`src/hw/rtl/assert_macros.svh`:
```
// Assertion macros for the descriptor queue chunker RTL.
`ifndef ASSERT_MACROS_SVH
`define ASSERT_MACROS_SVH
`ifndef ASSERT_OFF
`define ASSERT_ALWAYS(label, clk, rst, expr) \
   label: assert property (@(posedge clk) disable iff (rst) (expr)) \
      else $error("assertion failed");
`define ASSERT_IMPLIES(label, clk, rst, ante, cons) \
   label: assert property (@(posedge clk) disable iff (rst) (ante) |-> (cons)) \
      else $error("implication failed");
`define ASSERT_NEXT(label, clk, rst, ante, cons) \
   label: assert property (@(posedge clk) disable iff (rst) (ante) |=> (cons)) \
      else $error("next-cycle implication failed");
`else
`define ASSERT_ALWAYS(label, clk, rst, expr)
`define ASSERT_IMPLIES(label, clk, rst, ante, cons)
`define ASSERT_NEXT(label, clk, rst, ante, cons)
`endif
`endif

```
`src/hw/rtl/dqc_pkg.sv`:
```
// Types and constants shared by the descriptor queue chunker modules.
package dqc_pkg;

   // default descriptor queue depth
   localparam int DEF_QUEUE_DEPTH = 64;

   // depth of the command queue between front and back
   localparam int CMDQ_DEPTH = 2;

   // request command codes
   localparam logic [1:0] CMD_ENQUEUE = 2'd0;
   localparam logic [1:0] CMD_DRAIN   = 2'd1;
   localparam logic [1:0] CMD_CLEAR   = 2'd2;

   // chunk limit in bytes, and width of the bytes-left counter
   localparam int          LEFT_W      = 19;
   localparam logic [18:0] CHUNK_BYTES = 19'd2048;
   localparam int          SIZE_W      = 12;

   // control word fields
   localparam int WIDE_UNIT_BIT = 26;
   localparam int SRC_MODE_LO   = 23;
   localparam int DST_MODE_LO   = 21;

   // address modes
   localparam logic [1:0] MODE_INC = 2'b00;
   localparam logic [1:0] MODE_DEC = 2'b01;

   // descriptor store word: {control, destination, source}
   localparam int DESC_W = 96;

   typedef enum logic [1:0] {
      OP_ENQ   = 2'd0,
      OP_DRAIN = 2'd1,
      OP_CLEAR = 2'd2,
      OP_NOP   = 2'd3
   } op_type;

   typedef struct packed {
      op_type      op;
      logic [31:0] src;
      logic [31:0] dst;
      logic [31:0] ctrl;
   } cmd_item_type;

   // handshake between the command queue and the back end
   typedef struct packed {
      logic         pop;
   } cmdq_pop_type;

   typedef struct packed {
      logic         empty;
      cmd_item_type item;
   } cmdq_head_type;

endpackage

```
`src/hw/rtl/dqc_cmd_fifo.sv`:
```
// Short command queue between the front and back ends.
module dqc_cmd_fifo import dqc_pkg::*; (
   input  logic          clock,
   input  logic          reset,
   input  logic          push,
   input  cmd_item_type  push_item,
   output logic          full,
   input  cmdq_pop_type  pop_ctl,
   output cmdq_head_type head
);

   localparam int PW = $clog2(CMDQ_DEPTH);
   localparam int NW = $clog2(CMDQ_DEPTH + 1);

   cmd_item_type  slot_ff [CMDQ_DEPTH];
   logic [PW-1:0] wr_ptr_ff, wr_ptr_in;
   logic [PW-1:0] rd_ptr_ff, rd_ptr_in;
   logic [NW-1:0] count_ff, count_in;
   logic          do_push, do_pop;

   assign full       = (count_ff == NW'(CMDQ_DEPTH));
   assign head.empty = (count_ff == '0);
   assign head.item  = slot_ff[rd_ptr_ff];
   assign do_push    = push && !full;
   assign do_pop     = pop_ctl.pop && !head.empty;

   // advance pointers and occupancy
   always_comb begin
      wr_ptr_in = wr_ptr_ff;
      rd_ptr_in = rd_ptr_ff;
      count_in  = count_ff;
      if (do_push) begin
         wr_ptr_in = (wr_ptr_ff == PW'(CMDQ_DEPTH - 1)) ? '0 : wr_ptr_ff + 1'b1;
      end
      if (do_pop) begin
         rd_ptr_in = (rd_ptr_ff == PW'(CMDQ_DEPTH - 1)) ? '0 : rd_ptr_ff + 1'b1;
      end
      if (do_push && !do_pop) begin
         count_in = count_ff + 1'b1;
      end else if (do_pop && !do_push) begin
         count_in = count_ff - 1'b1;
      end
   end

   always_ff @(posedge clock) begin
      if (reset) begin
         wr_ptr_ff <= '0;
         rd_ptr_ff <= '0;
         count_ff  <= '0;
      end else begin
         wr_ptr_ff <= wr_ptr_in;
         rd_ptr_ff <= rd_ptr_in;
         count_ff  <= count_in;
      end
   end

   // store pushed commands
   always_ff @(posedge clock) begin
      if (do_push) begin
         slot_ff[wr_ptr_ff] <= push_item;
      end
   end

endmodule

```
`config.mk`:
```
export PLATFORM = sky130hd
export DESIGN_NAME = dqc_cmd_fifo
export DESIGN_NICKNAME = d
export VERILOG_FILES = /design/src/hw/rtl/assert_macros.svh /design/src/hw/rtl/dqc_pkg.sv /design/src/hw/rtl/dqc_cmd_fifo.sv
export SDC_FILE = /design/constraint.sdc
export NUM_CORES = 1
export LEC_CHECK = 0
export ABC_AREA = 1
export BUFFER_PORTS_ARGS = -buffer_cell sky130_fd_sc_hd__buf_2
export CAP_MARGIN = 20
export CORE_MARGIN = 3
export CORE_UTILIZATION = 25
export CTS_BUF_LIST = sky130_fd_sc_hd__clkbuf_4 sky130_fd_sc_hd__clkbuf_8
export DETAILED_ROUTE_END_ITERATION = 10
export SYNTH_ARGS = -nofsm -noshare
export SYNTH_HDL_FRONTEND = slang
export SYNTH_SLANG_ARGS = --single-unit
```
`constraint.sdc`:
```
create_clock -name clock -period 13.6 [get_ports clock]
set_input_delay 1.36 -clock clock [delete_from_list [all_inputs] [get_ports clock]]
set_output_delay 1.36 -clock clock [all_outputs]
set_load 0.02 [all_outputs]
```
==> summary.txt <==
Run status
  • Outcome: completed

Timing
  • Tightest Pin Transition: 0.831 ns
  • Slew headroom: 0.440
  • Clock skew: 0.00939 ns
  • RSZ-0062 raised after global routing: false
  • Finish-stage setup viols: 0
  • Endpoints failing hold: 0
  • Slew Viols, Final: 0
  • Post-route clock period utilization: 0.285
  • Tmin final: 3.87 ns
  • Peak Freq: 258 MHz
  • Final setup TNS: 0 ns

Floorplan
  • Io pins: 202
  • DIE WIDTH: 178 microns
  • Die footprint: 31600 sq um
  • Row cnt: 62
  • Initial cell density of the core: 0.255
  • Area of the core: 28900 sq um
  • Die Height: 178 microns

Synthesis
  • Area contributors post-synth: edfxtp_1 (80%), mux2_2 (12%), mux2_4 (4.1%)
  • Seq/Total Area, Yosys: 0.810
  • Unique masters post-synth: 15
  • Area of the mapped netlist: 7390 sq um
  • Count leader, synth: edfxtp_1
  • Warnings from Yosys: 0
  • Synth top cells by count: edfxtp_1 (196), mux2_2 (78), mux2_4 (20)
  • Flops & latches, synth: 201
  • Async SR Flop Fraction: 0
  • Predominant post-synthesis flop cell: edfxtp_1
  • Yosys top cell by area: edfxtp_1
  • Gate Count Post-Synth: 342
  • Number of enable flip-flop cells after synthesis: 196
  • Syn nets: 445
  • Top cell type's share of synthesized area: 0.797
  • Syn_area_per_cell: 21.6 sq um

Critical path
  • Startpoint Class: flip-flop
  • CP max FO: 44
  • WP data required: 12.24 ns
  • Crit Path Category: reg2out
  • R2r setup slk: 11.58 ns
  • R2R Path Start: count_ff[0]$_SDFFE_PP0P_
  • Worst setup path end: head[86]
  • Crit path DAT: 2.51 ns
  • Crit Reg-Reg Endpoint: slot_ff[1][66]$_DFFE_PP_
  • CP endpoint kind: primary output
  • Reg2Reg Depth: 3

Detailed routing
  • Remaining antenna violation count: 0
  • Starting DRC count in detailed routing: 143
  • DR pass1 iterations: 4
  • DR vias: 3871
  • Avg WL per Cell: 15.2 microns
  • Routed wire length: 15000 microns
  • DRC: 0
  • Vias per std cell: 3.93

Power
  • PwrDens: 188 nW/um^2
  • Worst vdd ir: 0.103 mV
  • Lkg Pwr: 3.58 nW
  • Pwr Total: 1.79 mW

Final layout
  • Number of fill cells in the layout: 2846
  • Finished Layout Cells: 984
  • Antenna cells: 0
  • Syn-to-layout area delta: 29.5%
  • Share of layout cells above drive strength 1: 0.607
  • Nets: 678
  • Final Cell Area: 9570 sq um
  • Area occupied by multi-input gates: 1300 sq um
  • Register area: 5990 sq um

CTS
  • H-tree levels: 2
  • Clock-pin slew on the worst setup and hold paths: 0.06 ns
  • Max clock buf depth: 3
  • Root Driver: clkbuf_8
  • CTS hold repair buffers: 0
  • Num CTS Buffers: 35
  • Setup bufs post-CTS: 0
  • CTS tree: yes
  • Sinks on Clock Net: 201
  • Post-CTS sizing: 0
  • Clk_lat worst skew: 0.49 ns

Global routing
  • First-pass GRT wire length: 21800 microns
  • Total GRT Usage: 0.0910
  • Initial antenna violation count: 1
  • Total gr overflow: 0
  • Number of global-route vias before repair: 3986
  • Largest net degree at the start of global routing: 73

Place
  • PortBufs: 201
  • Estimated wirelength of the detail-placed design: 9500 microns
  • Placed inst area: 8850 sq um
  • Routability cong.: 0.668
  • DP Cell Count: 921

Min path
  • HP Class: reg2reg
  • Hold Path Origin: wr_ptr_ff$_SDFFE_PP0P_

Job
  • Maximum capacitance violations: 0
report_power, final:
part           internal [mW]  switching [mW]
clock network          0.306           0.229
registers              0.784          0.0299
logic                  0.177           0.268
total                   1.27           0.527
routing by layer:
metal | share of wire | GRT usage | wire length (microns) | up-vias
met5 | 0.00047 | 0 | 7 | -
met3 | 0.089 | 0.0353 | 1330 | 41
li1 | - | - | - | 1809
met4 | 0.028 | 0.0337 | 420 | 2
met2 | 0.45 | 0.139 | 6730 | 166
met1 | 0.43 | 0.117 | 6510 | 1853
state kept, by name, summed over array words and instances (netlist names), named ones only:
register / count
slot_ff: 196
wr_ptr_ff: 1
count_ff: 2
rd_ptr_ff: 1
critical path, stage by stage (launching register included):
cell and delay, ns:
dfxtp_4 0.63, buf_4 0.49, buf_16 0.31, mux2_2 0.38, buf_2 0.16
cells by family after synthesis:
logic type | after synthesis | synth area share
AO/OA/AOI/OAI | 6 | 0.00406
buffers and inverters | 20 | 0.0154
adder cells (fa/ha/maj) | 1 | 0.00169
flip-flops | 201 | 0.810
multiplexers | 98 | 0.160
AND/OR/NAND/NOR | 16 | 0.00898
worst min path at each step:
stage | endpoint | slack [ns] | depth (start not counted)
2_1_floorplan | wr_ptr_ff$_SDFFE_PP0P_ | 0.48 | 2
3_3_place_gp | wr_ptr_ff$_SDFFE_PP0P_ | 0.52 | 2
3_5_place_dp | wr_ptr_ff$_SDFFE_PP0P_ | 0.53 | 2
4_1_cts | wr_ptr_ff$_SDFFE_PP0P_ | 0.54 | 2
5_1_grt | wr_ptr_ff$_SDFFE_PP0P_ | 0.57 | 2
6_report | wr_ptr_ff$_SDFFE_PP0P_ | 0.54 | 2
through the flow:
| step | setup WS, ns | utilization | hold slack (ns) |
|---|---|---|---|
| 3_3_place_gp | 9.97 | 0.306 | 0.524 |
| 3_5_place_dp | 10.00 | 0.306 | 0.530 |
| 4_1_cts | 9.44 | 0.330 | 0.539 |
| 2_1_floorplan | 7.45 | - | 0.476 |
| 6_report | 9.73 | 0.331 | 0.536 |
| 5_1_grt | 9.53 | 0.331 | 0.566 |
layout make-up:
type / instances / share of cell area
timing repair buffer: 207 / 0.112
sequential: 201 / 0.626
multi-input combinational: 121 / 0.136
tap: 384 / 0.0502
clock inverter: 12 / 0.00850
clock buffer: 50 / 0.0634
inverter: 9 / 0.00353
layout by cell type, fill, tap and decap left out:
cell	instances
o21ai_0	5
a21oi_1	1
mux2_4	20
clkbuf_8	37
nand4_1	1
buf_16	1
inv_1	9
dfxtp_4	1
nor2_4	2
nor2_1	7
buf_4	5
dfxtp_1	4
ha_1	1
clkinv_1	6
nand3_1	1
edfxtp_1	196
nand2_1	4
bufinv_16	1
buf_2	201
clkinv_4	1
mux2_2	78
and2_1	1
clkinv_2	4
clkbuf_4	13
No activity file was read; power rests on OpenSTA's default activity.
