**src/hw/rtl/assert_macros.svh**
```systemverilog
// Assertion macros for the descriptor queue chunker RTL.
`ifndef ASSERT_MACROS_SVH
`define ASSERT_MACROS_SVH
`ifndef ASSERT_OFF
`define ASSERT_ALWAYS(label, clk, rst, expr) \
   label: assert property (@(posedge clk) disable iff (rst) (expr)) \
      else $error("assertion failed");
`define ASSERT_IMPLIES(label, clk, rst, ante, cons) \
   label: assert property (@(posedge clk) disable iff (rst) (ante) |-> (cons)) \
      else $error("implication failed");
`define ASSERT_NEXT(label, clk, rst, ante, cons) \
   label: assert property (@(posedge clk) disable iff (rst) (ante) |=> (cons)) \
      else $error("next-cycle implication failed");
`else
`define ASSERT_ALWAYS(label, clk, rst, expr)
`define ASSERT_IMPLIES(label, clk, rst, ante, cons)
`define ASSERT_NEXT(label, clk, rst, ante, cons)
`endif
`endif

```
**src/hw/rtl/dqc_pkg.sv**
```systemverilog
// Types and constants shared by the descriptor queue chunker modules.
package dqc_pkg;

   // default descriptor queue depth
   localparam int DEF_QUEUE_DEPTH = 64;

   // depth of the command queue between front and back
   localparam int CMDQ_DEPTH = 2;

   // request command codes
   localparam logic [1:0] CMD_ENQUEUE = 2'd0;
   localparam logic [1:0] CMD_DRAIN   = 2'd1;
   localparam logic [1:0] CMD_CLEAR   = 2'd2;

   // chunk limit in bytes, and width of the bytes-left counter
   localparam int          LEFT_W      = 19;
   localparam logic [18:0] CHUNK_BYTES = 19'd2048;
   localparam int          SIZE_W      = 12;

   // control word fields
   localparam int WIDE_UNIT_BIT = 26;
   localparam int SRC_MODE_LO   = 23;
   localparam int DST_MODE_LO   = 21;

   // address modes
   localparam logic [1:0] MODE_INC = 2'b00;
   localparam logic [1:0] MODE_DEC = 2'b01;

   // descriptor store word: {control, destination, source}
   localparam int DESC_W = 96;

   typedef enum logic [1:0] {
      OP_ENQ   = 2'd0,
      OP_DRAIN = 2'd1,
      OP_CLEAR = 2'd2,
      OP_NOP   = 2'd3
   } op_type;

   typedef struct packed {
      op_type      op;
      logic [31:0] src;
      logic [31:0] dst;
      logic [31:0] ctrl;
   } cmd_item_type;

   // handshake between the command queue and the back end
   typedef struct packed {
      logic         pop;
   } cmdq_pop_type;

   typedef struct packed {
      logic         empty;
      cmd_item_type item;
   } cmdq_head_type;

endpackage

```
**src/hw/rtl/dqc_front.sv**
```systemverilog
// Front end: accepts requests, decodes the command and feeds the command queue.
module dqc_front import dqc_pkg::*; (
   input  logic         clock,
   input  logic         reset,
   input  logic         start,
   output logic         busy,
   input  logic [1:0]   req_command,
   input  logic [31:0]  req_src_addr,
   input  logic [31:0]  req_dst_addr,
   input  logic [31:0]  req_control_word,
   input  logic         q_full,
   output logic         q_push,
   output cmd_item_type q_item
);

   logic         hold_valid_ff, hold_valid_in;
   cmd_item_type hold_item_ff, hold_item_in;
   logic         take;
   op_type       op_dec;

   // decode the command code
   always_comb begin
      unique case (req_command)
         CMD_ENQUEUE: op_dec = OP_ENQ;
         CMD_DRAIN:   op_dec = OP_DRAIN;
         CMD_CLEAR:   op_dec = OP_CLEAR;
         default:     op_dec = OP_NOP;
      endcase
   end

   assign busy   = hold_valid_ff && q_full;
   assign take   = start && !busy;
   assign q_push = hold_valid_ff && !q_full;
   assign q_item = hold_item_ff;

   // load a new request, or drop the held one once it moves on
   always_comb begin
      hold_valid_in = hold_valid_ff;
      hold_item_in  = hold_item_ff;
      if (take) begin
         hold_valid_in     = 1'b1;
         hold_item_in.op   = op_dec;
         hold_item_in.src  = req_src_addr;
         hold_item_in.dst  = req_dst_addr;
         hold_item_in.ctrl = req_control_word;
      end else if (q_push) begin
         hold_valid_in = 1'b0;
      end
   end

   always_ff @(posedge clock) begin
      if (reset) begin
         hold_valid_ff <= 1'b0;
      end else begin
         hold_valid_ff <= hold_valid_in;
      end
   end

   always_ff @(posedge clock) begin
      hold_item_ff <= hold_item_in;
   end

endmodule

```
**config.mk**
```make
export PLATFORM = sky130hd
export DESIGN_NAME = dqc_front
export DESIGN_NICKNAME = d
export VERILOG_FILES = /design/src/hw/rtl/assert_macros.svh /design/src/hw/rtl/dqc_pkg.sv /design/src/hw/rtl/dqc_front.sv
export SDC_FILE = /design/constraint.sdc
export NUM_CORES = 1
export LEC_CHECK = 0
export ABC_CLOCK_PERIOD_IN_PS = 4300
export BUFFER_PORTS_ARGS = -buffer_cell sky130_fd_sc_hd__buf_4
export CELL_PAD_IN_SITES_DETAIL_PLACEMENT = 1
export CELL_PAD_IN_SITES_GLOBAL_PLACEMENT = 1
export CORE_ASPECT_RATIO = 0.9
export CORE_MARGIN = 4
export CORE_UTILIZATION = 32
export DETAILED_ROUTE_END_ITERATION = 6
export GPL_TIMING_DRIVEN = 1
export PLACE_DENSITY_LB_ADDON = 0.05
export SLEW_MARGIN = 30
export SYNTH_ARGS = -nofsm -noshare
export SYNTH_HDL_FRONTEND = slang
export SYNTH_SLANG_ARGS = --single-unit
```
**constraint.sdc**
```tcl
create_clock -name clock -period 4.3 [get_ports clock]
set_clock_uncertainty 0.2 [all_clocks]
set_input_delay 0.215 -clock clock [delete_from_list [all_inputs] [get_ports clock]]
set_output_delay 0.215 -clock clock [all_outputs]
set_load 0.03 [all_outputs]
```
==> results of run 1 <==
## synthesized netlist by cell type
cell type   n  area, um^2
a21oi_1     1       5.000
and2_4      1       8.760
and2b_2     1       8.760
clkbuf_1    2       7.510
dfxtp_1     1       20.02
edfxtp_1   98        2943
nor2_1      1       3.750
nor2b_2     1       8.760
## cells in the final DEF (no fill, tap or decap)
master           n
dfxtp_1          1
and2_4           1
clkbuf_8         9
clkinv_2         1
nor2b_4          1
clkbuf_1         1
and2b_2          1
nor2_1           1
clkinvlp_4       1
dlygate4sd3_1  100
buf_4          203
clkinv_1         2
a21oi_1          1
edfxtp_1        98
bufinv_16        2
## through the flow
stage | hold slack, ps | power [W] | util (%) | worst slack, ps | std cells
2_1_floorplan | 87.38 | 0.001300 | - | 621.6 | 106
3_3_place_gp | 174.1 | 0.001457 | 51.28 | 1961 | 429
3_5_place_dp | 173.7 | 0.001463 | 51.28 | 1929 | 429
4_1_cts | 229.3 | 0.002163 | 64.53 | 1953 | 545
5_1_grt | 240.8 | 0.002233 | 64.53 | 1791 | 545
6_report | 248.4 | 0.002136 | 64.53 | 1967 | 545
## timing repair
item,in CTS,in global routing
resized for setup,0,0
endpoints found under the hold margin,99,0
hold buffers,100,0
setup buffers,0,0
## layout make-up
cell class	count	share of cell area [%]
clock buffers	10	2.167
multi-input cells	5	0.6800
repair buffers	303	42.88
flip-flops and latches	99	50.32
clock inverters	6	1.360
well taps	122	2.592
## power groups by stage
stage	Clock [W]	Combinational, W	Sequential [W]
after global placement	0	0.000294	0.00116
after global routing	0.000691	0.000394	0.00115
final	0.000619	0.000373	0.00114
after CTS	0.000646	0.000373	0.00114
after detailed placement	0	0.000298	0.00117
after floorplan	0	0.0000210	0.00128
## flip-flops by register name, indices dropped and copies added, names as in the netlist
name,count
hold_valid_ff,1
q_item,98
## routing by layer
metal  track usage (%)  wire, um  vias to the layer above
met5                 0         0                        -
met3             6.431       865                       14
met2             32.60      5421                      121
met4             6.250       221                        0
li1                  -         -                     1043
met1             17.36      3074                     1081
## kinds of logic (layout without fill, tap and decap cells)
logic type | after synthesis | after routing | share of synthesized area, %
simple gates | 4 | 4 | 0.9992
buf+inv | 2 | 319 | 0.2499
compound gates | 1 | 1 | 0.1664
flops | 99 | 99 | 98.58
## worst paths after layout
kind	start	end	slack, ps	depth (start not counted)
worst max-delay path	hold_valid_ff	q_item[56]	1970	3
worst min-delay path	start	q_item[58]	250	2
worst min register to register	hold_valid_ff	q_item[58]	700	2
worst max register to register	hold_valid_ff	q_item[56]	1970	3
==> flow_summary.toml, run 1 <==
[timing]
finalSetupViolCount = 0
slew_violations = 0
period_minus_slack_ps = 2333
timing.final.crit_share_pct = 54.25
max_freq_mhz = 428.7
hold_viol_final = 0
setup_tns_ps = 0
rsz0062_at_grt = "no"
worst_slew_margin_rel_pct = 37.84
tightest_slew_ps = 930.5

[logic_synthesis]
syn_area_um2 = 3005
synth_cell_type_count = 8
syn_nets = 208
synth-warning-count = 0
syn_area_per_cell_um2 = 28.35
synth_seq_cells = 99
syn-instance-count = 106
yosysSeqAreaShare_pct = 98.58

[global_route]
grt_usage_pct = 17.40
grt_start_max_net_pins = 37
grt_pass1_wl_mm = 13.98
antenna_found_initial = 0
grt-ovfl-total = 0
first_global_vias = 2542

[cts]
cts_made_buffers = 9
clk_latency_ps = 350
root_buffer = "clkbuf_8"
cts_num_sinks = 99
cts_max_level = 3
clockBufferDepth = 2
clk_pin_slew_ps = 90
cts_tree = "done"

[worst_hold_path]
hold_class = "input pin to register"

[setup_path]
cp_top_family = "simple AND/OR/NAND/NOR gates"
crit_fanout = 36
cp.buffers_inverters = 1
cp_slowest_stage_delay_ps = 720
path_cells = "and2_4 > nor2b_4 > buf_4"
required_ps = 4090
crit_type = "register to register"
cp_slowest_cell = "nor2b_4"
arrival_ps = 2130
cp-start-kind = "register"
end_kind = "register"

[pwr]
cell_internal_pwr_w = 0.001635
pwr-share-seq_pct = 53.6
power_density_nw_per_um2 = 362.7
pwr-share-comb_pct = 17.5
clockPowerShare_pct = 29.0
switchingPower_w = 0.0005008
power.share.switching_pct = 23.45
vdd_drop_max_mv = 0.2136
leakagePower_nw = 2.475

[floorplan]
core-area_um2 = 9125
dieWidth_um = 110.2
row_count = 33
initial_utilization_pct = 32.94
fp.dieH_um = 99.94
fp.dieArea_um2 = 11010
boundaryPins = 202

[layout]
area_growth_pct = 95.92
drive_gt1_share_pct = 51.77
multi_input_area_um2 = 40.04
fillerInstances = 838
antenna_cells = 0
fin_area_um2 = 5888
final-seq-area_um2 = 2963
nNetsFinal = 520

[status]
outcome = "complete, no violations"

[routing]
vias = 2259
wirelength_mm = 9.582
firstDrtPassIters = 3
drt_iter0_drc = 47
ant_nets = 0
wl_per_cell_um = 17.58
viasPerCell = 4.145
post-route-drc-count = 0

[place]
dpl-instance-area_um2 = 4679
hpwlAfterDp_mm = 5.935
gp_congestion = 0.6871
place.port_buffers = 201

[run]
maxCapViolCount = 0
Note: power is estimated with default switching activity, not from simulation.
==> run 2: changes to the inputs <==
Settings changed: ABC_AREA set to 1, ABC_CLOCK_PERIOD_IN_PS 4300 to 2400.
Clock period 4.3 ns to 2.4 ns, I/O delays scaled along.
==> run 2 against run 1 <==
Effect of this change: power up 81%; largest power group unchanged; synthesized cell count rose by 1.9%; non-clock buffer count decreased by 1.
==> flow_summary.toml, run 2 <==
[status]
outcome = "complete, no violations"

[logic_synthesis]
syn_nets = 210
yosysTopAreaCell = "edfxtp_1"
ys.flop_type = "edfxtp_1"
syn_area_per_cell_um2 = 27.82
synth_cell_type_count = 8
syn-instance-count = 108
synth-warning-count = 0
synth_seq_cells = 99
yosys-top-cells-count = "edfxtp_1 (98), clkbuf_1 (2), inv_1 (2), nor2_1 (2)"
yosysMostFrequentCell = "edfxtp_1"
synth_edf_count = 98
syn_area_um2 = 3004
postSynth.asyncResetShare_pct = 0
yosys-top-cells-area = "edfxtp_1 (98%), dfxtp_1 (0.67%), a21oi_2 (0.29%)"
yosysSeqAreaShare_pct = 98.63
synth.top_cell.area_share_pct = 97.96

[cts]
cts_max_level = 3
cts_made_buffers = 9
cts_num_sinks = 99
clockBufferDepth = 2
cts_tree = "done"
clk_latency_ps = 350
root_buffer = "clkbuf_8"
clk_pin_slew_ps = 90

[global_route]
first_global_vias = 2599
grt.met2_usage_pct = 35.07
busiest_layer = "met2"
grt_util_met1_pct = 15.66
grt_pass1_wl_mm = 14.09
grt_usage_pct = 17.68
antenna_found_initial = 0
grt_start_max_net_pins = 99
groute.layer.met3.usage_pct = 6.881
grt-ovfl-total = 0

[setup_path]
endpoint = "q_item[63]"
required_ps = 2200
crit_type = "register to register"
r2r_end = "q_item[63]"
cp-start-kind = "register"
crit_start = "hold_valid_ff"
crit_fanout = 98
regToRegSetupSlack_ps = 740
cp_slowest_stage_delay_ps = 390
cp_slowest_cell = "buf_12"
path_cells = "nand2_2 > inv_4 > nor2_4 > buf_12"
rr_startpoint = "hold_valid_ff"
end_kind = "register"
arrival_ps = 1460
reg2reg_depth = 4

[timing]
finalSetupViolCount = 0
max_freq_mhz = 601.8
slew_violations = 0
timing.final.crit_share_pct = 69.24
holdWs_ps = 278.8
setup_tns_ps = 0
rsz0062_at_grt = "no"
setup_slack_ps = 738.3
tightest_slew_ps = 544.9
period_minus_slack_ps = 1662
worst_slew_margin_rel_pct = 63.67
hold_viol_final = 0

[routing]
wirelength_mm = 9.754
drt_iter0_drc = 74
viasPerCell = 4.134
vias = 2257
wl_per_cell_um = 17.86
post-route-drc-count = 0
firstDrtPassIters = 4
ant_nets = 0

[layout]
layout_commonest_cell = "buf_4"
antenna_cells = 0
fin_util_pct = 64.65
multi_input_area_um2 = 30.03
drive_gt1_share_pct = 51.65
layout_common_cells = "buf_4 (201), dlygate4sd3_1 (100), edfxtp_1 (98), clkbuf_8 (9), clkbuf_1 (3)"
area_growth_pct = 96.38
final-seq-area_um2 = 2963
nNetsFinal = 521
largest_register_ffs = 98
fillerInstances = 833

[pwr]
vdd_drop_max_mv = 0.4053
leakagePower_nw = 2.472
power_density_nw_per_um2 = 653.6
power_w = 0.003856

[place]
place.port_buffers = 201
gp_congestion = 0.6979
pre_cts_slack_ps = 792.0
hpwlAfterDp_mm = 5.553

[worst_hold_path]
hold_class = "input pin to register"

[floorplan]
fp.dieH_um = 99.92
boundaryPins = 202
dieWidth_um = 110.1
core-area_um2 = 9125
fp.dieArea_um2 = 11000
initial_utilization_pct = 32.92
row_count = 33

[run]
maxCapViolCount = 0
## run 2: cell families after synthesis
kind of cell,share of synthesized area [%]
compound gates,0.2916
buf+inv,0.6248
flops,98.63
simple gates,0.4584
## run 2: timing repair
item | in CTS | in global routing
buffers inserted | 0 | 0
gates resized for setup | 0 | 0
setup endpoints to repair | 0 | 0
hold endpoints to repair | 99 | 0
hold buffers | 100 | 0
## run 2: per-stage QoR
stage	instance area (um^2)	cells
final	5899	546
after floorplan	3014	108
after global placement	4688	430
after detailed placement	4688	430
after global routing	5899	546
after CTS	5899	546
## run 2: cell type report
type | count | share of cell area [%]
multi-input cells | 4 | 0.5090
inverters | 3 | 0.2333
clock inverters | 4 | 1.273
repair buffers | 302 | 42.88
flip-flops and latches | 99 | 50.22
well taps | 122 | 2.587
clock buffers | 12 | 2.291
## run 2: metal layers
| metal | up-vias | wire length (um) |
|---|---|---|
| met2 | 124 | 5661 |
| met5 | - | 0 |
| li1 | 1044 | - |
| met4 | 0 | 207 |
| met1 | 1073 | 3005 |
| met3 | 16 | 879 |
## run 2: worst min-delay path by stage
stage,start,to,cells after the start
6_report,req_dst_addr[26],q_item[58],2
5_1_grt,req_control_word[17],q_item[17],2
4_1_cts,req_dst_addr[3],q_item[35],2
3_5_place_dp,reset,hold_valid_ff,2
3_3_place_gp,reset,hold_valid_ff,2
2_1_floorplan,reset,hold_valid_ff,1
## run 2: worst max-delay path: cells and delay by family, from the launching register on
family / cells / cell delay, ps
buffers and inverters: 2 / 440
flip-flops: 1 / 340
AND/OR/NAND/NOR: 2 / 220
## run 2: power by group
part / switching (W) / internal, W
Combinational: 0.000343 / 0.000330
Sequential: 0.0000302 / 0.00202
Clock: 0.000544 / 0.000589
Total: 0.000916 / 0.00294
==> run 3: changes to the inputs <==
Settings changed: ABC_AREA 1 to 0, ABC_CLOCK_PERIOD_IN_PS 2400 to 1400, CORE_UTILIZATION 32 to 29.
Clock period 2.4 ns to 1.4 ns, I/O delays scaled along.
==> run 3 against run 2 <==
Effect of this change: the flow now finishes with violations (negative setup slack); core utilization fell by 2.2 points; sequential share of layout area fell by 2.2 points; register-to-register slack got worse by 790 ps; first-iteration DRC count fell by 12%; die area rose by 9.6%; maximum frequency rose by 15%; flip-flop and latch count did not move; global-route usage fell by 1.5 points; clock power rose by 140%; combinational power rose by 81%; final area rose by 4.6%; setup slack got worse by 790 ps; critical path type unchanged; largest cell class unchanged; largest power group unchanged.
==> flow_summary.toml, run 3 (synthesized netlist as in run 1, its figures left out) <==
[floorplan]
boundaryPins = 202
fp.dieH_um = 104.6
dieWidth_um = 115.3
fp.dieArea_um2 = 12060
core-area_um2 = 9869
initial_utilization_pct = 30.45
row_count = 34

[layout]
layout_common_cells = "buf_4 (204), dlygate4sd3_1 (100), edfxtp_1 (98), clkbuf_16 (9)"
drive_gt1_share_pct = 53.15
nNetsFinal = 527
fillerInstances = 937
layout_commonest_cell = "buf_4"
area_growth_pct = 105.2
antenna_cells = 0
largest_register_ffs = 98
finalNonFillerCells = 555

[global_route]
grt_util_met1_pct = 16.15
grt_pass1_wl_mm = 14.50
grt-ovfl-total = 0
grt_start_max_net_pins = 23
first_global_vias = 2709
grt_usage_pct = 16.17
groute.layer.met3.usage_pct = 6.590
busiest_layer = "met2"
antenna_found_initial = 0
grt.met2_usage_pct = 30.41

[routing]
viasPerCell = 4.123
vias = 2288
wl_per_cell_um = 17.28
firstDrtPassIters = 3
post-route-drc-count = 0
drt_iter0_drc = 65
ant_nets = 0
wirelength_mm = 9.592

[cts]
root_buffer = "clkbuf_16"
cts_max_level = 3
cts_made_buffers = 9
cts_num_sinks = 99
clk_latency_ps = 330
clockBufferDepth = 2
cts_tree = "done"
clk_pin_slew_ps = 60

[timing]
tightest_slew_ps = 157.5
period_minus_slack_ps = 1450
rsz0062_at_grt = "yes"
slew_violations = 0
timing.final.crit_share_pct = 103.6
worst_slew_margin_rel_pct = 89.48
setup_slack_ps = -50.18
max_freq_mhz = 689.6
hold_viol_final = 0
finalSetupViolCount = 98

[worst_hold_path]
hp-start = "req_control_word[22]"
hold_depth = 2
whs_endpoint = "q_item[22]"
hold_class = "input pin to register"

[setup_path]
path_cells = "and2_4 > nor2b_4 > buf_4 > buf_12"
cp_slowest_cell = "dfxtp_2"
cp_slowest_stage_delay_ps = 320
cp-start-kind = "register"
crit_type = "register to register"
reg2reg_depth = 4
cp.buffers_inverters = 2
arrival_ps = 1280
required_ps = 1230
r2r_end = "q_item[40]"
regToRegSetupSlack_ps = -50
crit_fanout = 22
end_kind = "register"
rr_startpoint = "hold_valid_ff"
cp_top_family = "flip-flops"

[place]
hpwlAfterDp_mm = 6.111
placed_cells = 434
gp_congestion = 0.6984
place.port_buffers = 201

[pwr]
vdd_drop_max_mv = 0.6760
power_density_nw_per_um2 = 1208
power_w = 0.007449
leakagePower_nw = 2.602

[status]
violations = "negative setup slack"
outcome = "finished, violations left"

[run]
maxCapViolCount = 0
[run 3: per-layer routing]
metal | wire length, um | vias up | share of wire, %
met2 | 5351 | 126 | 56
li1 | - | 1062 | -
met1 | 3176 | 1090 | 33
met5 | 0 | - | 0
met4 | 141 | 0 | 1.5
met3 | 923 | 10 | 9.6
[run 3: cell type report]
| type | count | area [um^2] | area share, % |
|---|---|---|---|
| Clock inverter | 5 | 102.6 | 1.663 |
| Tap cell | 126 | 157.7 | 2.556 |
| Sequential cell | 99 | 2964 | 48.05 |
| Timing Repair Buffer | 310 | 2675 | 43.37 |
| Clock buffer | 10 | 229.0 | 3.712 |
| Multi-Input combinational cell | 5 | 40.04 | 0.6491 |
[run 3: how the worst max path moves through the flow]
stage	start	endpoint	cells after the start
after detailed placement	hold_valid_ff	q_item[87]	3
after global routing	hold_valid_ff	q_item[3]	4
after global placement	hold_valid_ff	q_item[13]	3
final	hold_valid_ff	q_item[40]	4
after floorplan	hold_valid_ff	q_item[0]	2
after CTS	hold_valid_ff	q_item[33]	4
[run 3: stage by stage]
step | hold slack (ps) | setup TNS, ps | worst slack (ps) | utilization, % | instance area (um^2)
3_3_place_gp | 29.11 | -3149 | -54.98 | 47.92 | 4730
5_1_grt | 243.9 | -7358 | -85.12 | 62.50 | 6168
2_1_floorplan | -57.62 | -114060 | -1164 | - | 3010
4_1_cts | 234.1 | -2793 | -36.17 | 62.42 | 6161
6_report | 255.6 | -3431 | -50.18 | 62.50 | 6168
3_5_place_dp | 34.48 | -4729 | -74.12 | 47.92 | 4730
[run 3: where the power goes]
group	internal, W	leakage (nW)	switching [W]
sequential	0.00347	0.957	0.0000491
clock	0.00173	0.159	0.000984
combinational	0.000620	1.49	0.000597
[run 3: timing repair]
item / CTS / global route
hold endpoints to repair: 99 / 0
buffers inserted: 4 / 0
hold buffers: 100 / 0
endpoints found under the setup margin: 76 / 98
gates resized for setup: 3 / 1
gates cloned: 2 / 0
